===== config.mk =====
export PLATFORM = sky130hd
export DESIGN_NAME = length_checksum_frame_receiver_core
export DESIGN_NICKNAME = d
export VERILOG_FILES = /design/src/hw/rtl/lcfr_pkg.sv /design/src/hw/rtl/lcfr_frame_tracker.sv /design/src/hw/rtl/lcfr_output_skid.sv /design/src/hw/rtl/length_checksum_frame_receiver_core.sv
export SDC_FILE = /design/constraint.sdc
export NUM_CORES = 1
export LEC_CHECK = 0
export BUFFER_PORTS_ARGS = -buffer_cell sky130_fd_sc_hd__buf_2
export CAP_MARGIN = 5
export CORE_MARGIN = 10
export CORE_UTILIZATION = 25
export DETAILED_ROUTE_END_ITERATION = 7
export GPL_TIMING_DRIVEN = 0
export SLEW_MARGIN = 0
export SYNTH_ARGS = -nofsm -noshare
export SYNTH_HDL_FRONTEND = slang
export SYNTH_SLANG_ARGS = --single-unit

===== constraint.sdc =====
create_clock -name clock -period 3.5 [get_ports clock]
set_clock_uncertainty 0.2 [all_clocks]
set_input_delay 0.35 -clock clock [delete_from_list [all_inputs] [get_ports clock]]
set_output_delay 0.35 -clock clock [all_outputs]
set_load 0.02 [all_outputs]

===== src/hw/rtl/lcfr_pkg.sv =====
// Shared types and constants for the length/checksum frame receiver.
package lcfr_pkg;

   // Frame layout: position of the length byte, and bytes added around the length.
   localparam logic [8:0] LENGTH_FIELD_POS = 9'd1;
   localparam logic [9:0] FRAME_OVERHEAD   = 10'd3;

   // Reset values of the configuration registers.
   localparam logic [7:0] START_BYTE_RESET    = 8'd85;
   localparam logic [8:0] MAX_FRAME_LEN_RESET = 9'd64;

   // Configuration register indexes.
   typedef enum logic [0:0] {
      CSR_START_BYTE    = 1'b0,
      CSR_MAX_FRAME_LEN = 1'b1
   } csr_index_type;

   // Per-byte status codes.
   typedef enum logic [2:0] {
      ST_DROP  = 3'd0,
      ST_START = 3'd1,
      ST_BODY  = 3'd2,
      ST_OK    = 3'd3,
      ST_BAD   = 3'd4,
      ST_OVER  = 3'd5
   } status_type;

   // Configuration values seen by the frame tracker.
   typedef struct packed {
      logic [7:0] start_byte;
      logic [8:0] max_frame_len;
   } cfg_type;

   // One result item.
   typedef struct packed {
      logic [7:0] echo_byte;
      logic [8:0] position;
      status_type status;
   } result_type;

endpackage


===== src/hw/rtl/lcfr_frame_tracker.sv =====
// Frame tracking state and the per-byte classification logic.
module lcfr_frame_tracker
   import lcfr_pkg::*;
(
   input  logic       clock,
   input  logic       reset,
   input  cfg_type    cfg,
   input  logic       byte_accept,
   input  logic [7:0] data_byte,
   output result_type result
);

   logic       receiving_ff, receiving_in;
   logic [8:0] byte_count_ff, byte_count_in;
   logic [7:0] running_sum_ff, running_sum_in;
   logic [7:0] length_field_ff, length_field_in;

   logic       at_length;
   logic       over_position;
   logic       over_length;
   logic       short_length;
   logic [7:0] length_eff;
   logic       at_end;

   // Checks on the current byte against the frame state.
   always_comb begin
      at_length     = (byte_count_ff == LENGTH_FIELD_POS);
      over_position = ({1'b0, byte_count_ff} + 10'd1) > {1'b0, cfg.max_frame_len};
      over_length   = at_length &&
                      (({2'b00, data_byte} + FRAME_OVERHEAD) > {1'b0, cfg.max_frame_len});
      short_length  = at_length &&
                      (({2'b00, data_byte} + 10'd2) < {1'b0, byte_count_ff});
      length_eff    = at_length ? data_byte : length_field_ff;
      at_end        = (byte_count_ff >= LENGTH_FIELD_POS) &&
                      ({1'b0, byte_count_ff} == ({2'b00, length_eff} + 10'd2));
   end

   // Result classification and next state.
   always_comb begin
      receiving_in     = receiving_ff;
      byte_count_in    = byte_count_ff;
      running_sum_in   = running_sum_ff;
      length_field_in  = length_field_ff;
      result.echo_byte = data_byte;
      result.position  = byte_count_ff;
      result.status    = ST_BODY;
      if (!receiving_ff) begin
         result.position = '0;
         if (data_byte == cfg.start_byte) begin
            result.status  = ST_START;
            receiving_in   = 1'b1;
            byte_count_in  = 9'd1;
            running_sum_in = data_byte;
         end else begin
            result.status = ST_DROP;
         end
      end else begin
         if (at_length && !over_position) begin
            length_field_in = data_byte;
         end
         priority if (over_position || over_length) begin
            result.status = ST_OVER;
         end else if (short_length) begin
            result.status = ST_BAD;
         end else if (at_end) begin
            result.status = (data_byte == running_sum_ff) ? ST_OK : ST_BAD;
         end else begin
            result.status = ST_BODY;
         end
         if (result.status == ST_BODY) begin
            running_sum_in = running_sum_ff + data_byte;
            byte_count_in  = byte_count_ff + 9'd1;
         end else begin
            receiving_in   = 1'b0;
            byte_count_in  = '0;
            running_sum_in = '0;
         end
      end
   end

   // State registers advance on each accepted transfer.
   always_ff @(posedge clock) begin
      if (reset) begin
         receiving_ff    <= 1'b0;
         byte_count_ff   <= '0;
         running_sum_ff  <= '0;
         length_field_ff <= '0;
      end else if (byte_accept) begin
         receiving_ff    <= receiving_in;
         byte_count_ff   <= byte_count_in;
         running_sum_ff  <= running_sum_in;
         length_field_ff <= length_field_in;
      end
   end

`ifndef SYNTHESIS
   a_hunt_clear: assert property (@(posedge clock) disable iff (reset)
      !receiving_ff |-> (byte_count_ff == 9'd0 && running_sum_ff == 8'd0))
      else $error("frame state not cleared while hunting");
   a_recv_count: assert property (@(posedge clock) disable iff (reset)
      receiving_ff |-> (byte_count_ff != 9'd0))
      else $error("zero byte count inside a frame");
   a_start_opens: assert property (@(posedge clock) disable iff (reset)
      (byte_accept && result.status == ST_START) |=> (receiving_ff && byte_count_ff == 9'd1))
      else $error("start byte did not open a frame");
   a_end_closes: assert property (@(posedge clock) disable iff (reset)
      (byte_accept && (result.status == ST_OK || result.status == ST_BAD ||
                       result.status == ST_OVER)) |=> !receiving_ff)
      else $error("frame end did not return to hunting");
`endif

endmodule


===== src/hw/rtl/lcfr_output_skid.sv =====
// Result register with a skid stage between the input and result channels.
module lcfr_output_skid
   import lcfr_pkg::*;
(
   input  logic       clock,
   input  logic       reset,
   input  logic       in_valid,
   output logic       in_stall,
   input  result_type in_data,
   output logic       out_valid,
   input  logic       out_stall,
   output result_type out_data
);

   logic       out_valid_ff, out_valid_in;
   logic       skid_valid_ff, skid_valid_in;
   result_type out_data_ff, out_data_in;
   result_type skid_data_ff, skid_data_in;
   logic       in_accept;
   logic       out_accept;

   assign in_stall   = skid_valid_ff;
   assign in_accept  = in_valid && !skid_valid_ff;
   assign out_accept = out_valid_ff && !out_stall;
   assign out_valid  = out_valid_ff;
   assign out_data   = out_data_ff;

   // Route an incoming transfer to the result register or the skid stage.
   always_comb begin
      out_valid_in  = out_valid_ff;
      skid_valid_in = skid_valid_ff;
      out_data_in   = out_data_ff;
      skid_data_in  = skid_data_ff;
      if (out_accept || !out_valid_ff) begin
         if (skid_valid_ff) begin
            out_valid_in  = 1'b1;
            out_data_in   = skid_data_ff;
            skid_valid_in = 1'b0;
         end else begin
            out_valid_in = in_accept;
            out_data_in  = in_data;
         end
      end else if (in_accept) begin
         skid_valid_in = 1'b1;
         skid_data_in  = in_data;
      end
   end

   // Control flags take reset; payload registers do not.
   always_ff @(posedge clock) begin
      if (reset) begin
         out_valid_ff  <= 1'b0;
         skid_valid_ff <= 1'b0;
      end else begin
         out_valid_ff  <= out_valid_in;
         skid_valid_ff <= skid_valid_in;
      end
   end

   always_ff @(posedge clock) begin
      out_data_ff  <= out_data_in;
      skid_data_ff <= skid_data_in;
   end

`ifndef SYNTHESIS
   a_skid_order: assert property (@(posedge clock) disable iff (reset)
      skid_valid_ff |-> out_valid_ff)
      else $error("skid stage holds data ahead of the result register");
   a_accept_shows: assert property (@(posedge clock) disable iff (reset)
      in_accept |=> out_valid_ff)
      else $error("accepted transfer not presented");
   a_skid_drains: assert property (@(posedge clock) disable iff (reset)
      (skid_valid_ff && out_accept) |=> (out_valid_ff && !skid_valid_ff))
      else $error("skid stage did not move forward");
`endif

endmodule


===== src/hw/rtl/length_checksum_frame_receiver_core.sv =====
// Top level of the length/checksum frame receiver: configuration registers and wiring.
// Takes one received byte per transfer and returns one result per byte: the byte itself,
// its position in the frame and a status (dropped while hunting, start, body, end with
// good checksum, end with bad checksum, oversize). A new byte is accepted every clock
// cycle while req_stall is low; each result is registered in the output buffer; the frame
// state update and classification are one adder and a few compares ahead of the result
// register. A two-entry output buffer (result register, skid stage) lets input go on after
// rsp_stall rises until the skid fills. The start byte and maximum frame length registers
// reset to 85 and 64 and should be written only while no results are outstanding.
module length_checksum_frame_receiver_core
   import lcfr_pkg::*;
(
   input  logic       clock,
   input  logic       reset,
   input  logic       req_valid,
   output logic       req_stall,
   input  logic [7:0] req_data_byte,
   output logic       rsp_valid,
   input  logic       rsp_stall,
   output logic [7:0] rsp_echo_byte,
   output logic [8:0] rsp_position,
   output logic [2:0] rsp_status,
   input  logic       csr_write_enable,
   input  logic [0:0] csr_index,
   input  logic [8:0] csr_write_data
);

   logic [7:0] start_byte_ff;
   logic [8:0] max_frame_len_ff;
   cfg_type    cfg;
   logic       byte_accept;
   result_type result;
   result_type rsp_data;

   // Configuration registers.
   always_ff @(posedge clock) begin
      if (reset) begin
         start_byte_ff    <= START_BYTE_RESET;
         max_frame_len_ff <= MAX_FRAME_LEN_RESET;
      end else if (csr_write_enable) begin
         unique case (csr_index_type'(csr_index))
            CSR_START_BYTE:    start_byte_ff    <= csr_write_data[7:0];
            CSR_MAX_FRAME_LEN: max_frame_len_ff <= csr_write_data;
            default:           ;
         endcase
      end
   end

   assign cfg.start_byte    = start_byte_ff;
   assign cfg.max_frame_len = max_frame_len_ff;
   assign byte_accept       = req_valid && !req_stall;

   lcfr_frame_tracker u_tracker (
      .clock       (clock),
      .reset       (reset),
      .cfg         (cfg),
      .byte_accept (byte_accept),
      .data_byte   (req_data_byte),
      .result      (result)
   );

   lcfr_output_skid u_skid (
      .clock     (clock),
      .reset     (reset),
      .in_valid  (req_valid),
      .in_stall  (req_stall),
      .in_data   (result),
      .out_valid (rsp_valid),
      .out_stall (rsp_stall),
      .out_data  (rsp_data)
   );

   assign rsp_echo_byte = rsp_data.echo_byte;
   assign rsp_position  = rsp_data.position;
   assign rsp_status    = rsp_data.status;

endmodule

==> After elaboration in Yosys (flattened, before gate mapping) <==
Cells that the tools add are included.
{ "op_classes": {"eq_ne": 5, "bitwise": 2, "magnitude_cmp": 4, "muxes": 20, "addsub": 6, "reduce_logical": 19} }
{ "ops": {"columns": ["cell", "count"], "rows": [
  ["two-way mux 9 bit", 4],
  ["two-way mux 8 bit", 4],
  ["adder 8 x 2 -> 9 bit, second input constant", 3],
  ["> comparator 10 x 9 -> 1 bit", 2],
  ["two-way mux 20 bit", 1],
  ["two-way mux 3 bit", 6],
  ["== test 8 bit", 2],
  ["adder 9 x 1 -> 10 bit, second input constant", 1],
  ["== test 9 x 10 -> 1 bit", 1],
  ["less-than comparator 10 x 9 -> 1 bit", 1],
  ["adder 9 x 1 -> 9 bit, second input constant", 1],
  ["== test 9 x 1 -> 1 bit, second input constant", 1],
  ["greater-or-equal comparator 9 x 1 -> 1 bit, second input constant", 1],
  ["adder 8 bit", 1],
  ["AND reduction 2 bit", 4],
  ["logical AND 1 bit", 6],
  ["two-way mux 1 bit", 5],
  ["zero test 1 bit", 4],
  ["== test 3 x 2 -> 1 bit, second input constant", 1],
  ["AND reduction 3 bit", 1],
  ["logical OR 1 bit", 2],
  ["inverter 1 bit", 2],
  ["nonzero test 2 bit", 1],
  ["OR reduction 2 bit", 1]
]} }
{ "word_totals": {"reg_bits": 85, "elab_cells": 70} }

==> Longest topological paths before layout <==
Gate-level depths: netlist of run 1.
{ "logic_depth": {"ltp_word": 12, "ltp_mapped": 15, "depth_no_buf": 14} }

==> Modules after synthesis <==
From an unflattened synthesis of run 1, not the netlist that was laid out.
{ "hier_totals": {"hier_cells": 557, "area_unflattened_um2": 5426.5} }
{ "by_module_without_submodules": {"columns": ["module", "cells_each", "n_inst", "area_per_inst_um2"], "rows": [
  ["lcfr_frame_tracker", 414, 1, 3171.8],
  ["lcfr_output_skid", 69, 1, 1514.0],
  ["length_checksum_frame_receiver_core", 74, 1, 740.7]
]} }

==> Least setup slack after synthesis of run 1 <==
Ideal clock, no wire load.
{ "synth_timing": {"path_type": "reg2reg", "startpoint": "reg u_tracker.byte_count_ff[0]", "endpoint": "reg u_tracker.running_sum_ff[1]", "t_arrival_ns": 3.191, "path_stages_with_launch": 13, "setup_time_ns": 0.078, "required_time_ns": 3.222, "path_slack_ns": 0.032, "cell_sequence": "dfxtp_1 > clkbuf_1 > and3_1 > nand3_1 > nor3_1 > xnor2_1 > ha_1 > nand3_1 > or3_1 > a21oi_1 > clkbuf_1 > a41oi_1 > nor3_1"} }
{ "synth_via": {"elab_chain_cells": 12} }
{ "synth_rtl": {"columns": ["element", "line", "rtl"], "rows": [
  ["from (decl)", "lcfr_frame_tracker.sv:14", "logic [8:0] byte_count_ff, byte_count_in;"],
  ["from (signal assigned)", "lcfr_frame_tracker.sv:90", "byte_count_ff <= byte_count_in;"],
  ["== test 9 x 1 -> 1 bit", "lcfr_frame_tracker.sv:27", "at_length = (byte_count_ff == LENGTH_FIELD_POS);"],
  ["two-way mux 8 bit", "lcfr_frame_tracker.sv:33", "length_eff = at_length ? data_byte : length_field_ff;"],
  ["adder 8 x 2 -> 9 bit", "lcfr_frame_tracker.sv:35", "({1'b0, byte_count_ff} == ({2'b00, length_eff} + 10'd2));"],
  ["== test 9 x 10 -> 1 bit", "lcfr_frame_tracker.sv:35", null],
  ["logical AND 1 bit", "lcfr_frame_tracker.sv:34", "at_end = (byte_count_ff >= LENGTH_FIELD_POS) &&"],
  ["two-way mux 3 bit", "lcfr_frame_tracker.sv:65", "end else if (at_end) begin"],
  ["two-way mux 3 bit", "lcfr_frame_tracker.sv:63", "end else if (short_length) begin"],
  ["two-way mux 3 bit (*)", "lcfr_frame_tracker.sv:61", "priority if (over_position || over_length) begin"],
  ["two-way mux 3 bit (*)", "lcfr_frame_tracker.sv:47", "if (!receiving_ff) begin"],
  ["== test 3 x 2 -> 1 bit (*)", "lcfr_frame_tracker.sv:70", "if (result.status == ST_BODY) begin"],
  ["two-way mux 8 bit (*)", "lcfr_frame_tracker.sv:70", null],
  ["two-way mux 8 bit (*)", "lcfr_frame_tracker.sv:47", null],
  ["to (signal assigned)", "lcfr_frame_tracker.sv:91", "running_sum_ff <= running_sum_in;"],
  ["to (decl)", "lcfr_frame_tracker.sv:15", "logic [7:0] running_sum_ff, running_sum_in;"]
]} }
Mark *: on every way between the ends. The rest lies on a longest branch, timed or not. The select of a mux whose other input is x is not followed.
A chain may end at the register's enable or synchronous reset.

==> metrics.txt, run 1 <==
status=finished, final reports clean; most frequent CP cell=ha_1; Rows=52; Detail Route Antenna Nets=0; Leak=2.52 nW; Yosys top cell area share=a little under a quarter; PD cells=361 nW/um^2; WL final=15.4 mm; Vias per Instance=4.90; max_cap viols=0; measured slew at the worst slew-check pin=963 ps; Post-Syn Instances=around 550; P&R area growth vs syn=24.0%; Post-synth top cells=57 x nand2_1, 50 x nor2_1, 45 x dfxtp_1; TritonCTS clock tree=done; final net count=694; Hold Crit Class=input port to flop; CP required=3400 ps; period utilization=between 90 and 100%; Clock transition at path regs=70 ps; Warnings, synthesis=0; RSZ-0062 raised after global routing=true; DRC viols=0; Die Width=approximately 160 um; post-synth top area cell=edfxtp_1; hpwl dp=approximately 11 mm; I/O Pins=45; buffers plus inverters on the worst setup path=3; Syn Nets=615; DIE HEIGHT=around 160 um; mapped cell area=5220 um^2; Seq/Total Area, Yosys=approximately 40%; core box area=20400 um^2; CTS Buffer Depth=2; largest cells by area after synthesis=edfxtp_1 23%, dfxtp_1 17%, ha_1 9.4%; total power=roughly 2.3 mW; clock period minus final worst setup slack=roughly 3400 ps; Setup Viol. Count Final=0; root cell of the clock tree=clkbuf_16; CP Launch Type=input port; Cell variety after synth=53; Post-synth EDFFs=40; TritonRoute pass-1 iters=5; share of layout cells above drive strength 1=21.4%; Fmax=0.291 GHz; antenna violations before repair=0; # diodes=0; Final Hold Viols=0; Slew Viols, Final=0; Initial Util=25.6%; CTS Sinks=85; routability cong.=0.920; Arr. time, crit path=3340 ps; vias=about 4400; number of synthesized register bits=85; Post-synth top flop=dfxtp_1; Buffers on Ports=43; DRT iter0 DRCs=382; Tot GR Track Use=between 10% and 20%; most frequent cell after synthesis=nand2_1; kind of critical path=input port to flop; Rel. slew slack=a little over a third; CP max FO=10; cell chain of the critical path=buf_4, clkinvlp_4, ha_1, a21oi_4, nor2_1, xor2_1, ha_1, o21ai_0, nand2b_1, a21oi_1, a311oi_2, a32oi_2, and2_1, clkbuf_4, o211a_1, mux2_2; die area=between 20000 and 30000 um^2; placed cells=866; Worst setup EP type=flop; Min Hold Slack=25.3 ps; cts bufs inserted=9; top cell family by delay on the critical path=compound AO/OA/AOI/OAI gates; Finished Layout Cells=906; first-pass GRT wire length=23.8 mm; crit path max-delay cell type=ha_1; clk_lat worst skew=350 ps; htree depth=3; maximum vdd drop=0.234 mV; FFs w/ async S/R, synth=0%; syn_area_per_cell=9.45 um^2; gr ovfl total=0; largest net degree at the start of global routing=24; vias in the first global route=4254; Largest stage delay, worst path=360 ps; drt wl/cell=17.0 um
[through the flow]
| step | cell area [um^2] | setup WS (ps) | utilization [%] | TNS [ps] |
|---|---|---|---|---|
| 3_5_place_dp | 5790 | -1010 | 28.4 | -23820 |
| 5_1_grt | 6470 | -47.2 | 31.8 | -134 |
| 3_3_place_gp | 5770 | -1040 | 28.3 | -24800 |
| 4_1_cts | 6210 | 5.55 | 30.5 | 0 |
| 2_1_floorplan | 5220 | 31.5 | - | 0 |
| 6_report | 6470 | 64.4 | 31.8 | 0 |
[where the power goes]
part           internal, mW  total [mW]  switching [mW]
Sequential             1.07        1.08          0.0118
Clock                 0.562       0.982           0.420
Combinational         0.105       0.276           0.171
[path summary, 6_finish.rpt]
kind	start	end	slack [ps]	cells after the start
worst min register to register	max_frame_len_ff[1]	max_frame_len_ff[1]	260	2
worst max-delay path	req_data_byte[1]	u_skid.out_data[1]	60	16
worst min-delay path	csr_write_data[4]	start_byte_ff[4]	30	2
worst max register to register	u_tracker.byte_count_ff[3]	u_skid.out_data[0]	80	12
[area by class of cell]
type,count,area (um^2)
Sequential cell,85,2110
Fill cell,2095,13900
Multi-Input combinational cell,408,3000
Inverter,25,105
Buffer,29,153
Clock buffer,10,229
Tap cell,270,338
Clock inverter,6,71.3
Timing Repair Buffer,73,465
[what timing repair did]
| action | CTS | global route |
|---|---|---|
| buffers inserted | 8 | 19 |
| gates cloned | 0 | 1 |
| endpoints found under the hold margin | 1 | 0 |
| setup endpoints to repair | 32 | 32 |
| hold buffers | 1 | 0 |
| pin swaps | 5 | 12 |
| resized for setup | 17 | 33 |
[kinds of logic (layout without fill, tap and decap cells)]
| kind of cell | count (synthesis) | after routing | synth area share [%] |
|---|---|---|---|
| muxes | 27 | 27 | 5.42 |
| buffers and inverters | 59 | 143 | 4.63 |
| AOI/OAI and AO/OA | 114 | 114 | 15.5 |
| and+or+nand+nor | 187 | 187 | 17.8 |
| adders and majority gates | 40 | 40 | 9.73 |
| xor gates and xnor gates | 40 | 40 | 6.71 |
| DFF | 85 | 85 | 40.3 |
[cells in the final DEF, fill, tap and decap left out, drive strengths merged, types with 5 or more instances in the layout]
| cell type | count |
|---|---|
| a211oi | 8 |
| ha | 39 |
| dfxtp | 45 |
| buf | 80 |
| o31ai | 11 |
| mux2i | 17 |
| nand4 | 10 |
| nor2b | 19 |
| clkbuf | 31 |
| a211o | 6 |
| mux2 | 10 |
| nor4 | 5 |
| edfxtp | 40 |
| nand3 | 15 |
| o21ai | 14 |
| nor3 | 7 |
| inv | 24 |
| nand2 | 57 |
| a21o | 7 |
| a41oi | 9 |
| a21oi | 35 |
| xnor2 | 24 |
| xor2 | 16 |
| nor2 | 50 |
| nand2b | 6 |
[layer usage]
layer | GRT usage [%] | wire length (um) | up-vias | part of all wire, %
met1 | 15.6 | 7210 | 2104 | 47
li1 | - | - | 2148 | -
met2 | 16.1 | 6680 | 167 | 43
met4 | 3.86 | 290 | 0 | 1.9
met3 | 3.26 | 1210 | 22 | 7.8
met5 | 0 | 0 | - | 0
[state kept, by name, indices dropped and copies added (netlist names)]
name / flops
max_frame_len_ff: 9
u_skid.out_data: 20
u_skid.skid_data_ff: 20
u_tracker.receiving_ff: 1
start_byte_ff: 8
u_skid.in_stall: 1
u_tracker.running_sum_ff: 8
u_skid.out_valid: 1
u_tracker.byte_count_ff: 9
u_tracker.length_field_ff: 8
[worst register-to-register path, stage by stage, from the launching register on]
cell	delay, ps
dfxtp_4	380
nor4_4	360
nand3_4	120
buf_8	150
mux2_2	290
ha_4	180
xnor2_2	170
xnor2_1	140
o2111ai_1	130
a2111o_1	480
buf_6	170
o211a_1	230
o31ai_2	230
No activity file was read; power rests on OpenSTA's default activity.
==> run 2, diff against run 1 <==
--- a/config.mk
+++ b/config.mk
@@ -8,9 +8,10 @@
 export BUFFER_PORTS_ARGS = -buffer_cell sky130_fd_sc_hd__buf_2
 export CAP_MARGIN = 5
 export CORE_MARGIN = 10
-export CORE_UTILIZATION = 25
+export CORE_UTILIZATION = 45
 export DETAILED_ROUTE_END_ITERATION = 7
 export GPL_TIMING_DRIVEN = 0
+export PLACE_DENSITY = 0.65
 export SLEW_MARGIN = 0
 export SYNTH_ARGS = -nofsm -noshare
 export SYNTH_HDL_FRONTEND = slang
==> metrics.txt, run 2 (synthesized netlist as in run 1, its figures left out) <==
die area=16300 um^2; # diodes=0; TritonRoute pass-1 iters=5; core box area=11400 um^2; TritonCTS clock tree=done; vias in the first global route=4366; Initial Util=45.9%; measured slew at the worst slew-check pin=941 ps; antenna violations before repair=0; largest net degree at the start of global routing=24; pre-CTS setup slack=-906 ps; CTS Buffer Depth=2; gr ovfl total=0; Worst setup EP type=flop; cell chain of the critical path=nor4_4, nand3_4, buf_8, mux2_2, ha_2, xnor2_2, xnor2_1, o2111ai_1, a2111o_1, buf_6, o211a_1, o31ai_2; Final Hold Viols=0; first-pass GRT wire length=22.7 mm; Slew Viols, Final=0; CP max FO=5; most common cell after layout, fill and taps aside=nand2_1; routability cong.=0.914; max_cap viols=0; DRC viols=0; Vias per Instance=5.80; clk_lat worst skew=~350 ps; I/O Pins=45; Arr. time, crit path=3390 ps; Largest stage delay, worst path=500 ps; WL final=around 14 mm; Rows=39; Hold Crit Class=input port to flop; drt wl/cell=18.7 um; status=finished, final reports clean; CP required=3460 ps; Die Width=~130 um; htree depth=3; cts bufs inserted=9; Setup Viol. Count Final=0; crit path max-delay cell type=a2111o_1; vias=roughly 4500; PD cells=about 380 nW/um^2; maximum vdd drop=0.229 mV; Leak=2.46 nW; CP Launch Type=flop; root cell of the clock tree=clkbuf_16; TNS Setup=0 ps; RSZ-0062 raised after global routing=true; Detail Route Antenna Nets=0; final net count=683; Tot GR Track Use=17.4%; DRT iter0 DRCs=377; Final WS setup=approximately 70 ps; CTS Sinks=85; kind of critical path=flop to flop; clock period minus final worst setup slack=roughly 3400 ps; total power=between 2 and 2.5 mW; Rel. slew slack=37.1%; P&R area growth vs syn=18.4%; share of layout cells above drive strength 1=20.2%; commonest non-fill, non-tap cells in the layout=57 x nand2_1, 48 x nor2_1, 45 x buf_2; Clock transition at path regs=70 ps; DIE HEIGHT=around 130 um; Fmax=0.291 GHz; hpwl dp=10.4 mm; Buffers on Ports=43; period utilization=98.0%
run 2: worst paths after layout:
check | startpoint | to | slack, ps | cells past startpoint
worst max-delay path | u_tracker.byte_count_ff[3] | u_skid.out_data[0] | 70 | 12
worst min-delay path | csr_write_data[6] | start_byte_ff[6] | 30 | 2
worst max register to register | u_tracker.byte_count_ff[3] | u_skid.out_data[0] | 70 | 12
worst min register to register | max_frame_len_ff[3] | max_frame_len_ff[3] | 260 | 2
run 2: metrics by stage:
stage	std cells	hold WS (ps)	utilization, %	instance area (um^2)
after global routing	768	45.6	54.4	6180
final	768	33.4	54.4	6180
after floorplan	552	236	-	5220
after detailed placement	739	253	49.5	5630
after global placement	738	245	49.4	5610
after CTS	762	31.8	53.5	6080
run 2: critical path: cells and delay by family (launching register included):
family | cells | cell delay (ps)
xor gates and xnor gates | 2 | 320
DFF | 1 | 370
AOI/OAI and AO/OA | 4 | 1090
muxes | 1 | 260
and+or+nand+nor | 2 | 490
adders and majority gates | 1 | 200
buffers and inverters | 2 | 320
run 2: final cells by class:
type	instances	area, um^2
fillers	1015	5190
multi-input cells	408	2960
well taps	143	179
flip-flops and latches	85	2110
repair buffers	62	383
inverters	25	97.6
plain buffers	29	150
clock inverters	7	76.3
clock buffers	9	225
run 2: timing repair:
item,in CTS,in global routing
resized for setup,24,19
pin swaps,8,8
hold buffers,1,0
buffers inserted,10,7
endpoints found under the setup margin,32,31
endpoints found under the hold margin,1,0
run 2: power breakdown:
| group | switching, mW | internal [mW] | leakage, nW | total [mW] |
|---|---|---|---|---|
| registers | 0.0114 | 1.07 | 0.768 | 1.08 |
| logic | 0.165 | 0.0988 | 1.55 | 0.264 |
| clock network | 0.470 | 0.508 | 0.149 | 0.978 |
| total | 0.646 | 1.68 | 2.46 | 2.32 |
run 2: metal layers:
metal  GRT usage, %  share of wire, %  up-vias
met5              0                 0        -
met4           7.68               2.6        0
met3           4.63               7.9       32
met2           27.5                46      160
met1           21.8                43     2129
li1               -                 -     2134
==> run 3, diff against run 2 <==
--- a/config.mk
+++ b/config.mk
@@ -8,10 +8,10 @@
 export BUFFER_PORTS_ARGS = -buffer_cell sky130_fd_sc_hd__buf_2
 export CAP_MARGIN = 5
 export CORE_MARGIN = 10
-export CORE_UTILIZATION = 45
+export CORE_UTILIZATION = 54
 export DETAILED_ROUTE_END_ITERATION = 7
 export GPL_TIMING_DRIVEN = 0
-export PLACE_DENSITY = 0.65
+export PLACE_DENSITY = 0.76
 export SLEW_MARGIN = 0
 export SYNTH_ARGS = -nofsm -noshare
 export SYNTH_HDL_FRONTEND = slang
==> metrics.txt, run 3 (synthesized netlist as in run 1, its figures left out) <==
root cell of the clock tree=clkbuf_8; pre-CTS setup slack=-961 ps; post-layout util=between 60% and 70%; # diodes=0; Detail Route Antenna Nets=0; NetSw=around 0.6 mW; clock period minus final worst setup slack=approximately 3400 ps; reg2reg path depth=12; Buffers on Ports=43; die area=14000 um^2; min-delay src=csr_write_data[2]; period utilization=between 90% and 100%; Final Hold Viols=0; WL final=15.0 mm; Rel. slew slack=between 30% and 40%; first-pass GRT wire length=23.4 mm; Worst setup startpoint=u_tracker.byte_count_ff[0]; Arr. time, crit path=3480 ps; Slew Viols, Final=0; Setup Viol. Count Final=0; drt wl/cell=19.7 um; CTS Sinks=85; vias in the first global route=approximately 4500; CTS Buffer Depth=2; worst r2r src=u_tracker.byte_count_ff[0]; TritonRoute pass-1 iters=8; DRC viols=0; vias=around 4700; post-placement cell area=5610 um^2; clk_lat worst skew=about 380 ps; commonest non-fill, non-tap cells in the layout=57 x nand2_1, 49 x nor2_1, 44 x buf_2; register share of total power=51.1%; CP required=3550 ps; measured slew at the worst slew-check pin=914 ps; Leak=2.44 nW; R2R Setup Slk=70 ps; status=finished, final reports clean; TritonCTS clock tree=done; final net count=690; DIE HEIGHT=118 um; Hold Crit Class=input port to flop; P&R area growth vs syn=17.7%; Initial Util=55.9%; TNS Setup=0 ps; RR Endpoint=u_tracker.length_field_ff[0]; antenna violations before repair=0; share of layout cells above drive strength 1=between 20% and 30%; cts bufs inserted=9; maximum vdd drop=0.180 mV; CP Launch Type=flop; Fmax=0.292 GHz; htree depth=3; routability cong.=between 0.9 and 1; Die Width=118 um; Clock power frac=36.1%; DRT iter0 DRCs=398; destination of the critical timing path=u_tracker.length_field_ff[0]; combinational power share=12.8%; Tot GR Track Use=20.3%; Clock transition at path regs=100 ps; fill count=768; Finished Layout Cells=761; Rows=35; most common cell after layout, fill and taps aside=nand2_1; PD cells=roughly 340 nW/um^2; Sw Share=28.3%; largest net degree at the start of global routing=24; kind of critical path=flop to flop; Final Cell Area=~6100 um^2; CP max FO=10; max_cap viols=0; Final WS setup=73.6 ps; Worst setup EP type=flop; hpwl dp=10.6 mm; gr ovfl total=0; Vias per Instance=6.12; placed cells=725; core box area=9330 um^2; I/O Pins=45; Power Internal=1.52 mW
## run 3: cell count changes in the layout (fill, tap and decap cells not counted), sizes merged
cell         delta
buf             +3
clkinv          -3
clkinvlp        +4
clkbuf          +3
dlygate4sd3     +1
bufinv          +1
inv             -2
## run 3: worst max-delay path, cell delays in order, from the launching register on
cell and delay (ps):
dfxtp_2 430, buf_4 230, and3_1 190, nand3_2 140
nor3_4 250, xnor2_1 110, ha_1 320, nand3_1 110
or3_4 450, a2111oi_4 420, buf_12 180, mux2i_1 200
nor2_1 60
## run 3: worst min-delay path by stage
stage	end	depth (start not counted)
2_1_floorplan	max_frame_len_ff[1]	2
3_3_place_gp	max_frame_len_ff[7]	2
3_5_place_dp	max_frame_len_ff[2]	2
4_1_cts	start_byte_ff[2]	2
5_1_grt	start_byte_ff[2]	2
6_report	start_byte_ff[2]	2
## run 3: final cells by class
class	instances	area, um^2	area share [%]
Clock buffer	9	124	2.02
Sequential cell	85	2110	34.3
Tap cell	129	161	2.63
Buffer	31	154	2.51
Clock inverter	7	86.3	1.41
Inverter	25	109	1.77
Timing Repair Buffer	67	438	7.13
Multi-Input combinational cell	408	2960	48.2
## run 3: metrics by stage
stage | hold slack [ps] | total power [mW]
6_report | 5.44 | 2.12
3_5_place_dp | 249 | 1.36
5_1_grt | 4.65 | 2.20
2_1_floorplan | 236 | 1.27
3_3_place_gp | 246 | 1.35
4_1_cts | 1.65 | 2.11
## run 3: power groups by stage
stage / combinational (mW) / sequential (mW) / clock (mW)
after floorplan: 0.145 / 1.13 / 0
after CTS: 0.263 / 1.08 / 0.768
final: 0.271 / 1.08 / 0.765
after detailed placement: 0.257 / 1.11 / 0
after global routing: 0.297 / 1.09 / 0.816
after global placement: 0.246 / 1.10 / 0
## run 3: layer usage
| layer | routed length, um | vias up | global-route usage (%) |
|---|---|---|---|
| met5 | 0 | - | 0 |
| met4 | 476 | 0 | 8.58 |
| met3 | 1350 | 41 | 5.24 |
| met2 | 6970 | 255 | 32.8 |
| met1 | 6180 | 2224 | 25.2 |
| li1 | - | 2136 | - |
## run 3: what timing repair did
| item | CTS | global route |
|---|---|---|
| endpoints found under the hold margin | 2 | 0 |
| pin swaps | 4 | 9 |
| gates resized for setup | 16 | 27 |
| endpoints found under the setup margin | 32 | 30 |
| hold buffers | 2 | 0 |
| buffers inserted | 7 | 14 |
